**src/rtl/wlg_pkg.sv**
```systemverilog
// shared constants, codes and types of the waveform level generator
package wlg_pkg;

  localparam int TABLE_DEPTH = 256;
  localparam int ADDR_W = $clog2(TABLE_DEPTH);

  localparam int LEVEL_W = 10;
  localparam int MODE_W = 3;
  localparam int TADDR_W = 8;
  localparam int POS_W = 9;
  localparam int CFG_IDX_W = 3;
  localparam int CFG_DATA_W = 10;
  localparam int S_DATA_W = 24;
  localparam int M_DATA_W = 16;

  localparam logic [POS_W-1:0] DEPTH_POS = POS_W'(TABLE_DEPTH);

  localparam logic [MODE_W-1:0] MODE_TRI_UP = 3'd0;
  localparam logic [MODE_W-1:0] MODE_TRI_DOWN = 3'd1;
  localparam logic [MODE_W-1:0] MODE_SAW = 3'd2;
  localparam logic [MODE_W-1:0] MODE_SINE = 3'd3;
  localparam logic [MODE_W-1:0] MODE_HOLD = 3'd4;

  localparam logic OP_TICK = 1'b0;
  localparam logic OP_WRITE = 1'b1;

  localparam logic [CFG_IDX_W-1:0] REG_MODE = 3'd0;
  localparam logic [CFG_IDX_W-1:0] REG_RISE_STEP = 3'd1;
  localparam logic [CFG_IDX_W-1:0] REG_FALL_STEP = 3'd2;
  localparam logic [CFG_IDX_W-1:0] REG_MIN_LEVEL = 3'd3;
  localparam logic [CFG_IDX_W-1:0] REG_MAX_LEVEL = 3'd4;
  localparam logic [CFG_IDX_W-1:0] REG_START_LEVEL = 3'd5;
  localparam logic [CFG_IDX_W-1:0] REG_TABLE_LENGTH = 3'd6;

  typedef struct packed {
    logic [MODE_W-1:0]  mode;
    logic [LEVEL_W-1:0] rise_step;
    logic [LEVEL_W-1:0] fall_step;
    logic [LEVEL_W-1:0] min_level;
    logic [LEVEL_W-1:0] max_level;
  } wave_cfg_t;

endpackage

```
**src/rtl/wlg_table.sv**
```systemverilog
// waveform table memory, one write port and one registered read port
module wlg_table (
  input  logic                       clk,
  input  logic                       wr_en,
  input  logic [wlg_pkg::ADDR_W-1:0] wr_addr,
  input  logic [wlg_pkg::LEVEL_W-1:0] wr_data,
  input  logic                       rd_en,
  input  logic [wlg_pkg::ADDR_W-1:0] rd_addr,
  output logic [wlg_pkg::LEVEL_W-1:0] rd_data
);
  import wlg_pkg::*;

  logic [LEVEL_W-1:0] mem [TABLE_DEPTH];

  always_ff @(posedge clk) begin
    if (wr_en) begin
      mem[wr_addr] <= wr_data;
    end
  end

  always_ff @(posedge clk) begin
    if (rd_en) begin
      rd_data <= mem[rd_addr];
    end
  end

endmodule

```
**src/rtl/wlg_level.sv**
```systemverilog
// next level and slope direction for one tick
module wlg_level (
  input  wlg_pkg::wave_cfg_t          cfg,
  input  logic [wlg_pkg::LEVEL_W-1:0] current_level,
  input  logic                        falling,
  input  logic [wlg_pkg::LEVEL_W-1:0] table_data,
  output logic [wlg_pkg::LEVEL_W-1:0] level_next,
  output logic                        falling_next
);
  import wlg_pkg::*;

  logic [LEVEL_W:0] rise_sum;
  logic [LEVEL_W:0] fall_limit;

  assign rise_sum = {1'b0, current_level} + {1'b0, cfg.rise_step};
  assign fall_limit = {1'b0, cfg.min_level} + {1'b0, cfg.fall_step};

  always_comb begin
    level_next = current_level;
    falling_next = falling;
    case (cfg.mode) inside
      MODE_TRI_UP, MODE_TRI_DOWN: begin
        if (!falling) begin
          if (rise_sum >= {1'b0, cfg.max_level}) begin
            level_next = cfg.max_level;
            falling_next = 1'b1;
          end else begin
            level_next = rise_sum[LEVEL_W-1:0];
          end
        end else begin
          if ({1'b0, current_level} <= fall_limit) begin
            level_next = cfg.min_level;
            falling_next = 1'b0;
          end else begin
            level_next = current_level - cfg.fall_step;
          end
        end
      end
      MODE_SAW: begin
        if (rise_sum > {1'b0, cfg.max_level}) begin
          level_next = cfg.min_level;
        end else begin
          level_next = rise_sum[LEVEL_W-1:0];
        end
      end
      MODE_SINE: begin
        level_next = table_data;
      end
      default: begin
        level_next = current_level;
      end
    endcase
  end

endmodule

```
**src/rtl/waveform_level_generator_top.sv**
```systemverilog
// top level of the waveform level generator
//
//   channel | direction | contents
//   s_*     | in        | tick or table write request
//   m_*     | out       | new converter level
//   cfg_*   | in        | register writes, no read-back
//
// one request per cycle while s_tready is high; a tick request's level passes through
// the first stage, with the registered read of the table memory, and then the output register.
// rst is synchronous and restores register defaults in hold mode.
// a stalled output holds the level; s_tready drops only when both stages are full.
module waveform_level_generator_top (
  input  logic                           clk,
  input  logic                           rst,
  input  logic                           s_tvalid,
  output logic                           s_tready,
  input  logic [wlg_pkg::S_DATA_W-1:0]   s_tdata,   // table_address, table_value, zero pad
  input  logic                           s_tuser,   // operation
  output logic                           m_tvalid,
  input  logic                           m_tready,
  output logic [wlg_pkg::M_DATA_W-1:0]   m_tdata,   // level, zero pad
  input  logic                           cfg_we,
  input  logic [wlg_pkg::CFG_IDX_W-1:0]  cfg_index,
  input  logic [wlg_pkg::CFG_DATA_W-1:0] cfg_data
);
  import wlg_pkg::*;

  wave_cfg_t          cfg;
  logic [LEVEL_W-1:0] start_level;
  logic [POS_W-1:0]   table_length;

  logic [LEVEL_W-1:0] current_level;
  logic               falling;
  logic [POS_W-1:0]   table_position;

  logic               v1;
  logic [LEVEL_W-1:0] level;

  logic [TADDR_W-1:0] in_addr;
  logic [LEVEL_W-1:0] in_value;
  logic               advance;
  logic               in_acc;
  logic               is_tick;
  logic               makes_level;
  logic               rd_en;
  logic               wr_en;
  logic [POS_W-1:0]   len_eff;
  logic [POS_W-1:0]   pos_eff;
  logic [LEVEL_W-1:0] rd_data;
  logic [LEVEL_W-1:0] level_next;
  logic               falling_next;

  assign in_addr = s_tdata[TADDR_W-1:0];
  assign in_value = s_tdata[TADDR_W+LEVEL_W-1:TADDR_W];

  assign advance = !m_tvalid || m_tready;
  assign s_tready = advance || !v1;
  assign in_acc = s_tvalid && s_tready;
  assign is_tick = (s_tuser == OP_TICK);
  assign makes_level = is_tick && (cfg.mode <= MODE_SINE);
  assign rd_en = in_acc && is_tick && (cfg.mode == MODE_SINE);
  assign wr_en = in_acc && (s_tuser == OP_WRITE) && ({1'b0, in_addr} < DEPTH_POS);

  assign len_eff = (table_length > DEPTH_POS) ? DEPTH_POS : table_length;
  assign pos_eff = (table_position >= len_eff) ? '0 : table_position;

  wlg_table u_table (
    .clk     (clk),
    .wr_en   (wr_en),
    .wr_addr (in_addr[ADDR_W-1:0]),
    .wr_data (in_value),
    .rd_en   (rd_en),
    .rd_addr (pos_eff[ADDR_W-1:0]),
    .rd_data (rd_data)
  );

  wlg_level u_level (
    .cfg           (cfg),
    .current_level (current_level),
    .falling       (falling),
    .table_data    (rd_data),
    .level_next    (level_next),
    .falling_next  (falling_next)
  );

  // configuration registers
  always_ff @(posedge clk) begin
    if (rst) begin
      cfg.mode <= MODE_HOLD;
      cfg.rise_step <= 10'd16;
      cfg.fall_step <= 10'd16;
      cfg.min_level <= 10'd0;
      cfg.max_level <= 10'd1023;
      start_level <= 10'd0;
      table_length <= DEPTH_POS;
    end else if (cfg_we) begin
      unique case (cfg_index)
        REG_MODE:         cfg.mode <= cfg_data[MODE_W-1:0];
        REG_RISE_STEP:    cfg.rise_step <= cfg_data;
        REG_FALL_STEP:    cfg.fall_step <= cfg_data;
        REG_MIN_LEVEL:    cfg.min_level <= cfg_data;
        REG_MAX_LEVEL:    cfg.max_level <= cfg_data;
        REG_START_LEVEL:  start_level <= cfg_data;
        REG_TABLE_LENGTH: table_length <= cfg_data[POS_W-1:0];
        default: ;
      endcase
    end
  end

  // table position advances when the read is issued
  always_ff @(posedge clk) begin
    if (rst) begin
      table_position <= '0;
    end else if (cfg_we && cfg_index == REG_MODE) begin
      table_position <= '0;
    end else if (rd_en) begin
      table_position <= pos_eff + POS_W'(1);
    end
  end

  // first stage: request carries a level
  always_ff @(posedge clk) begin
    if (rst) begin
      v1 <= 1'b0;
    end else if (in_acc) begin
      v1 <= makes_level;
    end else if (advance) begin
      v1 <= 1'b0;
    end
  end

  // level state and output register
  always_ff @(posedge clk) begin
    if (rst) begin
      current_level <= '0;
      falling <= 1'b0;
    end else if (cfg_we && cfg_index == REG_MODE) begin
      current_level <= start_level;
      falling <= (cfg_data[MODE_W-1:0] == MODE_TRI_DOWN);
    end else if (v1 && advance) begin
      current_level <= level_next;
      falling <= falling_next;
    end
  end

  always_ff @(posedge clk) begin
    if (rst) begin
      m_tvalid <= 1'b0;
    end else if (advance) begin
      m_tvalid <= v1;
    end
  end

  always_ff @(posedge clk) begin
    if (v1 && advance) begin
      level <= level_next;
    end
  end

  assign m_tdata = {{(M_DATA_W-LEVEL_W){1'b0}}, level};

  a_pos_range: assert property (@(posedge clk) disable iff (rst)
    table_position <= DEPTH_POS)
    else $error("table position beyond table depth");

  a_read_to_stage: assert property (@(posedge clk) disable iff (rst)
    rd_en |=> v1)
    else $error("sine request lost after table read");

  a_stage_to_out: assert property (@(posedge clk) disable iff (rst)
    v1 && advance |=> m_tvalid && m_tdata[LEVEL_W-1:0] == current_level)
    else $error("level not presented after stage advance");

  a_write_silent: assert property (@(posedge clk) disable iff (rst)
    in_acc && s_tuser == OP_WRITE |=> !v1)
    else $error("table write produced a level");

endmodule

```
**config.mk**
```make
export PLATFORM = sky130hd
export DESIGN_NAME = waveform_level_generator_top
export DESIGN_NICKNAME = d
export VERILOG_FILES = /design/src/rtl/wlg_pkg.sv /design/src/rtl/wlg_table.sv /design/src/rtl/wlg_level.sv /design/src/rtl/waveform_level_generator_top.sv
export SDC_FILE = /design/constraint.sdc
export NUM_CORES = 2
export LEC_CHECK = 0
export BUFFER_PORTS_ARGS = -buffer_cell sky130_fd_sc_hd__buf_2
export CAP_MARGIN = 5
export CORE_UTILIZATION = 63
export CTS_CLUSTER_SIZE = 20
export DETAILED_ROUTE_END_ITERATION = 8
export PLACE_DENSITY = 0.79
export SLEW_MARGIN = 0
export SYNTH_ARGS = -nofsm -noshare
export SYNTH_HDL_FRONTEND = slang
export SYNTH_HIERARCHICAL = 1
export SYNTH_SLANG_ARGS = --single-unit
```
**constraint.sdc**
```tcl
create_clock -name clk -period 5.5 [get_ports clk]
set_input_delay 1.65 -clock clk [delete_from_list [all_inputs] [get_ports clk]]
set_output_delay 1.65 -clock clk [all_outputs]
set_load 0.01 [all_outputs]
```
# ---- After elaboration in Yosys (flattened, before gate mapping)
# Memory sizes are Yosys's and may differ from the RTL's. A register that Yosys moved wholly into a read port is not among the register bits.
# Index checks and enable logic that the tools add are counted.
dict set report classes {
  order_cmp 6
  bitwise_logic 1
  n_reduce_logical 26
  eq_ne 10
  mux 21
  n_addsub 4
}
# operator count
set ops {}
lappend ops {{2-to-1 mux 10 bit} 9}
lappend ops {{adder 10 x 10 -> 11 bit} 2}
lappend ops {{2-to-1 mux 9 bit} 2}
lappend ops {{AND reduction 2 bit} 8}
lappend ops {{== test 3 x 2 -> 1 bit, second input constant} 4}
lappend ops {{greater-or-equal comparator 11 x 10 -> 1 bit} 1}
lappend ops {{greater-than comparator 11 x 10 -> 1 bit} 1}
lappend ops {{less-or-equal comparator 10 x 11 -> 1 bit} 1}
lappend ops {{2-to-1 mux 1 bit} 10}
lappend ops {{subtractor 10 bit} 1}
lappend ops {{adder 9 x 1 -> 9 bit, second input constant} 1}
lappend ops {{== test 3 x 1 -> 1 bit, second input constant} 3}
lappend ops {{== test 3 bit, second input constant} 3}
lappend ops {{greater-or-equal comparator 9 bit} 1}
lappend ops {{greater-than comparator 9 bit, second input constant} 1}
lappend ops {{logical AND 1 bit} 7}
lappend ops {{logical NOT 3 bit} 2}
lappend ops {{nonzero test 2 bit} 3}
lappend ops {{OR reduction 2 bit} 2}
lappend ops {{less-or-equal comparator 3 x 2 -> 1 bit, second input constant} 1}
lappend ops {{logical NOT 1 bit} 2}
lappend ops {{logical OR 1 bit} 2}
lappend ops {{NOT 1 bit} 1}
dict set report word_totals {
  in_bits 43
  mem_bits_rw 2560
  out_inout_bits 18
  elab_cells 82
  register_bits 94
  memories 1
}
# name depth word_bits rd rd_ports_with_merged_regs write_ports line
set mem_list {}
lappend mem_list {u_table.mem 256 10 1 1 1 wlg_table.sv:13} ;# logic [LEVEL_W-1:0] mem [TABLE_DEPTH];

# ---- Logic depth before layout (Yosys ltp)
dict set report logic_depth {
  depth_word 7
  depth_mapped 21
  ltp_nobuf 20
}

# ---- Cells and area by module
# The synthesis kept the hierarchy.
# module cells_each seq_area_each_um2 area_each_um2 n_inst
set modules_own_cells {}
lappend modules_own_cells {wlg_table 4642 77174.0 99354.0 1}
lappend modules_own_cells {waveform_level_generator_top 464 1981.9 3885.0 1}
lappend modules_own_cells {wlg_level 301 0.0 2280.9 1}

# ---- Least setup slack after synthesis
# OpenSTA, ideal clock, no wires.
dict set report synth_path {
  kind {register to register}
  startpoint {register cfg[21] (netlist name)}
  endpoint {register current_level[8]}
  period_less_slack_ps 3985
  stages_incl_launch_ff 20
  n_path_buf 1
  slack_ps 1515
  arrival_time_ps 3894
  path_cell_list {dfxtp_1 -> ha_1 -> a21o_1 -> a21oi_1 -> o21bai_1 -> a21oi_1 -> o21ai_0 -> a21o_1 -> a21oi_1 -> xor2_1 -> ha_1 -> a211o_1 -> or2_2 -> o311a_1 -> o21ai_2 -> clkbuf_1 -> nor2_1 -> a211oi_2 -> nand2_1 -> a311oi_1}
}
dict set report synth_between {
  elab_chain_cells 7
  elab_cells_between_ends 8
}
# element line
set synth_lines {}
lappend synth_lines {{adder 10 x 10 -> 11 bit} wlg_level.sv:16} ;# assign fall_limit = {1'b0, cfg.min_level} + {1'b0, cfg.fall_step};
lappend synth_lines {{less-or-equal comparator 10 x 11 -> 1 bit} wlg_level.sv:31} ;# if ({1'b0, current_level} <= fall_limit) begin
lappend synth_lines {{2-to-1 mux 10 bit *} wlg_level.sv:31}
lappend synth_lines {{2-to-1 mux 10 bit *} wlg_level.sv:23} ;# if (!falling) begin
lappend synth_lines {{2-to-1 mux 10 bit *} wlg_level.sv:21} ;# case (cfg.mode) inside
lappend synth_lines {{named net level_next[8]} waveform_level_generator_top.sv:50} ;# logic [LEVEL_W-1:0] level_next;
lappend synth_lines {{2-to-1 mux 10 bit *} waveform_level_generator_top.sv:140} ;# end else if (v1 && advance) begin
lappend synth_lines {{2-to-1 mux 10 bit *} waveform_level_generator_top.sv:137} ;# end else if (cfg_we && cfg_index == REG_MODE) begin
lappend synth_lines {{end signal: assignment} waveform_level_generator_top.sv:138} ;# current_level <= start_level;
lappend synth_lines {{end signal: assignment} waveform_level_generator_top.sv:141} ;# current_level <= level_next;
lappend synth_lines {{end: declaration} waveform_level_generator_top.sv:32} ;# logic [LEVEL_W-1:0] current_level;
# Mark *: on every way through the listed nets, which the timed path passes. The rest lies on a longest branch. The select of a mux whose other input is x is not followed.
# A chain may end at the register's enable or synchronous reset.

# ---- Worst setup path after layout
dict set report layout_path {
  startpoint {register table_length[8]}
  endpoint {register u_table/rd_data[2] (netlist bit), read port of u_table.mem, data pin}
}
dict set report layout_between {
  elab_chain_cells 4
}
# element line
set layout_lines {}
lappend layout_lines {{start: declaration} waveform_level_generator_top.sv:30} ;# logic [POS_W-1:0] table_length;
lappend layout_lines {{start signal: assignment} waveform_level_generator_top.sv:104} ;# REG_TABLE_LENGTH: table_length <= cfg_data[POS_W-1:0];
lappend layout_lines {{greater-than comparator 9 bit} waveform_level_generator_top.sv:64} ;# assign len_eff = (table_length > DEPTH_POS) ? DEPTH_POS : table_length;
lappend layout_lines {{2-to-1 mux 9 bit *} waveform_level_generator_top.sv:64}
lappend layout_lines {{greater-or-equal comparator 9 bit *} waveform_level_generator_top.sv:65} ;# assign pos_eff = (table_position >= len_eff) ? '0 : table_position;
lappend layout_lines {{2-to-1 mux 9 bit *} waveform_level_generator_top.sv:65}
lappend layout_lines {{named net pos_eff[1]} waveform_level_generator_top.sv:48} ;# logic [POS_W-1:0] pos_eff;
lappend layout_lines {{end: declaration} wlg_table.sv:9} ;# output logic [wlg_pkg::LEVEL_W-1:0] rd_data
# Mark *: on every way through the listed nets, which the timed path passes. The rest lies on a longest branch.

==> run_results.csv <==
group,metric,value,unit
sta,rsz0062_at_grt,"no",
worst_setup_path,crit_arrival,5.94,ns
flow_run,max-cap-violations,0,
cts,cts.htree.levels,5,
placement,dp_cells,7718,
worst_setup_path,regToRegEndpoint,"u_table/rd_data[2]",
grt,grt_max_degree,181,
synthesis,synth_async_sr_flop_share,0,%
synthesis,syn_area,106000,um2
detailed_routing,drc,0,
run_status,status,"finished, final reports clean",
power_and_ir_drop,leakage,36.8,nW
final_layout,final_core_util,71.7,%
grt,grt_overflow_total,0,
worst_setup_path,cp-end-kind,"flop",
synthesis,yosysSeqAreaShare,75.0,%
detailed_routing,via_count,57300,
cts,clkTransAtPathRegs,0.06,ns
synthesis,yosys_warnings,6,
cts,worstSkewPairLatency,0.93,ns
grt,met1_usage,42.4,%
synthesis,synth_most_common_cell,"edfxtp_1",
cts,cts.path.max_buffers,4,
grt,use_met3,7.50,%
final_layout,postLayoutCellArea,119000,um2
detailed_routing,drtIter0Drc,8572,
grt,grt-busiest-layer,"met2",
synthesis,ys_ff_latch,2664,
placement,place.port_buffers,48,
power_and_ir_drop,p_per_area,345,nW/um2
floorplan,core_region_area,166000,um2
worst_setup_path,critPathLaunchType,"flop",
cts,cts.sink_count,2664,
grt,grt_pass1_vias,56700,
final_layout,final_cells,8196,
cts,cts_tree,"done",
sta,tightest_slew,1.22,ns
placement,placed_cell_area,110000,um2
floorplan,num_io_pins,61,
final_layout,layout-drive-gt1-share,22.6,%
cts,cts_buffers,275,
hold_path,hold_start,"table_length[0]",
worst_setup_path,setup.worst_path.class,"reg2reg",
detailed_routing,first_pass_iters,8,
detailed_routing,wl_per_cell,32.6,um
synthesis,syn_area_per_cell,19.5,um2
synthesis,synthCells,5407,
final_layout,area_delta_synth_final,12.5,%
synthesis,synthTopCellsByCount,"edfxtp_1 (2580), mux4_2 (495), nor2_1 (336), mux2i_1 (232), nand2_1 (210)",
sta,relSlewSlack,18.9,%
sta,drv_slew,0,
synthesis,synthTopCellsByArea,"edfxtp_1 (73%), mux4_2 (11%), mux2i_1 (2.2%), dfxtp_1 (1.6%), a22oi_1 (1.4%)",
hold_path,min_path_type,"reg2reg",
detailed_routing,post_drt_via_cell_ratio,6.99,
worst_setup_path,r2r_cells,16,
worst_setup_path,critPathMaxFanout,22,
final_layout,nNetsFinal,5916,
detailed_routing,wl,267000,um
floorplan,die_y,411,um
sta,setup_viol,0,
placement,gp_congestion,0.923,
grt,grt.total_usage,31.8,%
power_and_ir_drop,peakVddDrop,0.000394,V
worst_setup_path,rrSetupSlack,0.14,ns
synthesis,yosys.area.top_type_share,73.4,%
synthesis,yosys.cell_types.count,80,
floorplan,fp-row-count,149,
sta,layout_min_cycle_time,5.36,ns
sta,hold_violations,0,
grt,grt_pass1_wl,385000,um
sta,fin_crit_sh,97.4,%
sta,fin_setup_tns,0,ns
grt,antenna_found_initial,13,
sta,hold_ws,0.456,ns
floorplan,die_w,411,um
synthesis,yosys.area.top_type,"edfxtp_1",
sta,skew,0.0602,ns
detailed_routing,antenna_left,0,
floorplan,start_util,63.7,%
sta,fmax,187,MHz
worst_setup_path,timing.rr.start,"table_length[8]",
grt,met2_usage,49.8,%
hold_path,whs_path_depth,2,
placement,dp_hpwl,158000,um
cts,root_buffer,"clkbuf_16",
floorplan,die_area,169000,um2
hold_path,holdPathEnd,"table_length[0]",
worst_setup_path,critical_path_required,6.09,ns
synthesis,synth_flop_cell,"edfxtp_1",
synthesis,synth_edf_count,2580,
==> kinds of logic (layout without fill, tap and decap cells) <==
kind of cell	after synthesis	count (layout)	share of synthesized area, %
flops	2664	2664	75.0
mux	769	769	13.8
xor+xnor	23	23	0.191
compound gates	719	719	4.71
simple gates	811	811	3.46
buf+inv	358	947	2.07
other cells	1	12	0.00355
fa+ha+maj	62	62	0.757
==> layout make-up <==
type                       count  area [um2]
timing repair buffer         442        3800
multi-input combinational   2390       24300
inverter                      38         143
fill                        9212       46800
clock buffer                 334        7300
sequential                  2664       79200
clock inverter               133        1230
antenna                        6        15.0
tap                         2189        2740
==> through the flow <==
stage | power, mW | worst slack, ns
CTS | 41.1 | 0.0396
detailed placement | 23.4 | -0.115
global placement | 23.4 | 0.0750
floorplan | 22.9 | 1.52
finish | 41.0 | 0.144
global route | 41.8 | 0.0111
==> power breakdown <==
group | internal [mW] | total (mW) | switching (mW)
sequential | 22.3 | 22.3 | 0.0235
clock | 10.5 | 18.0 | 7.47
combinational | 0.141 | 0.721 | 0.581
total | 32.9 | 41.0 | 8.07
==> layer usage <==
metal  routed length [um]  up-vias  share of wire [%]
met4                14700       16                5.5
met5                  115        -              0.043
li1                     -    23100                  -
met3                31700      811                 12
met2               127000     4136                 48
met1                93100    29300                 35
==> placed cells by master, fill, tap and decap left out, drive strengths merged, types with 15 or more instances in the layout <==
| cell | instances |
|---|---|
| nor2b | 47 |
| mux4 | 536 |
| buf | 434 |
| o221ai | 40 |
| o22ai | 63 |
| inv | 42 |
| nor4 | 29 |
| a21oi | 188 |
| clkbuf | 342 |
| nor2 | 336 |
| a31oi | 19 |
| edfxtp | 2580 |
| bufinv | 23 |
| nor3 | 39 |
| dfxtp | 84 |
| ha | 59 |
| clkinv | 100 |
| mux2i | 232 |
| a22o | 19 |
| o21ai | 31 |
| nand4 | 17 |
| nand2b | 18 |
| a22oi | 192 |
| a221oi | 15 |
| a311oi | 21 |
| o21a | 17 |
| a211oi | 22 |
| nand3 | 57 |
| nand2 | 210 |
| and2 | 15 |
==> how the worst max path moves through the flow <==
stage,from,end,slack [ns],cells after the start
after global placement,table_length[8],u_table/rd_data[2],0.07,16
after CTS,table_length[8],u_table/rd_data[8],0.04,15
after global routing,table_length[8],u_table/rd_data[8],0.01,16
final,table_length[8],u_table/rd_data[2],0.14,16
after detailed placement,table_length[8],u_table/rd_data[2],-0.11,16
after floorplan,cfg[21],current_level[8],1.52,19
==> registers in the layout, indices dropped and copies added, names as in the netlist, 9 cells and up <==
register / count
cfg: 43
current_level: 10
level: 10
u_table/rd_data: 10
start_level: 10
table_position: 9
u_table/mem: 2560
table_length: 9
==> worst max-delay path: stages (launching register included) <==
cell and delay, ns:
dfxtp_1 0.37, clkinv_1 0.22, nand2_1 0.12, ha_1 0.24, a211oi_1 0.28, o21bai_1 0.16
a211oi_4 0.38, buf_4 0.25, and2_4 0.28, buf_12 0.28, buf_4 0.33, mux4_1 0.37
o22ai_1 0.23, or3_1 0.18, o31ai_1 0.17, o32ai_1 0.99, nor3_1 0.19
==> repair_timing <==
action	4_1_cts	5_1_grt
endpoints found under the setup margin	4	10
hold buffers	0	0
setup buffers	0	5
gates resized for setup	4	7
pin swaps	0	1
No activity file was read; power rests on OpenSTA's default activity.
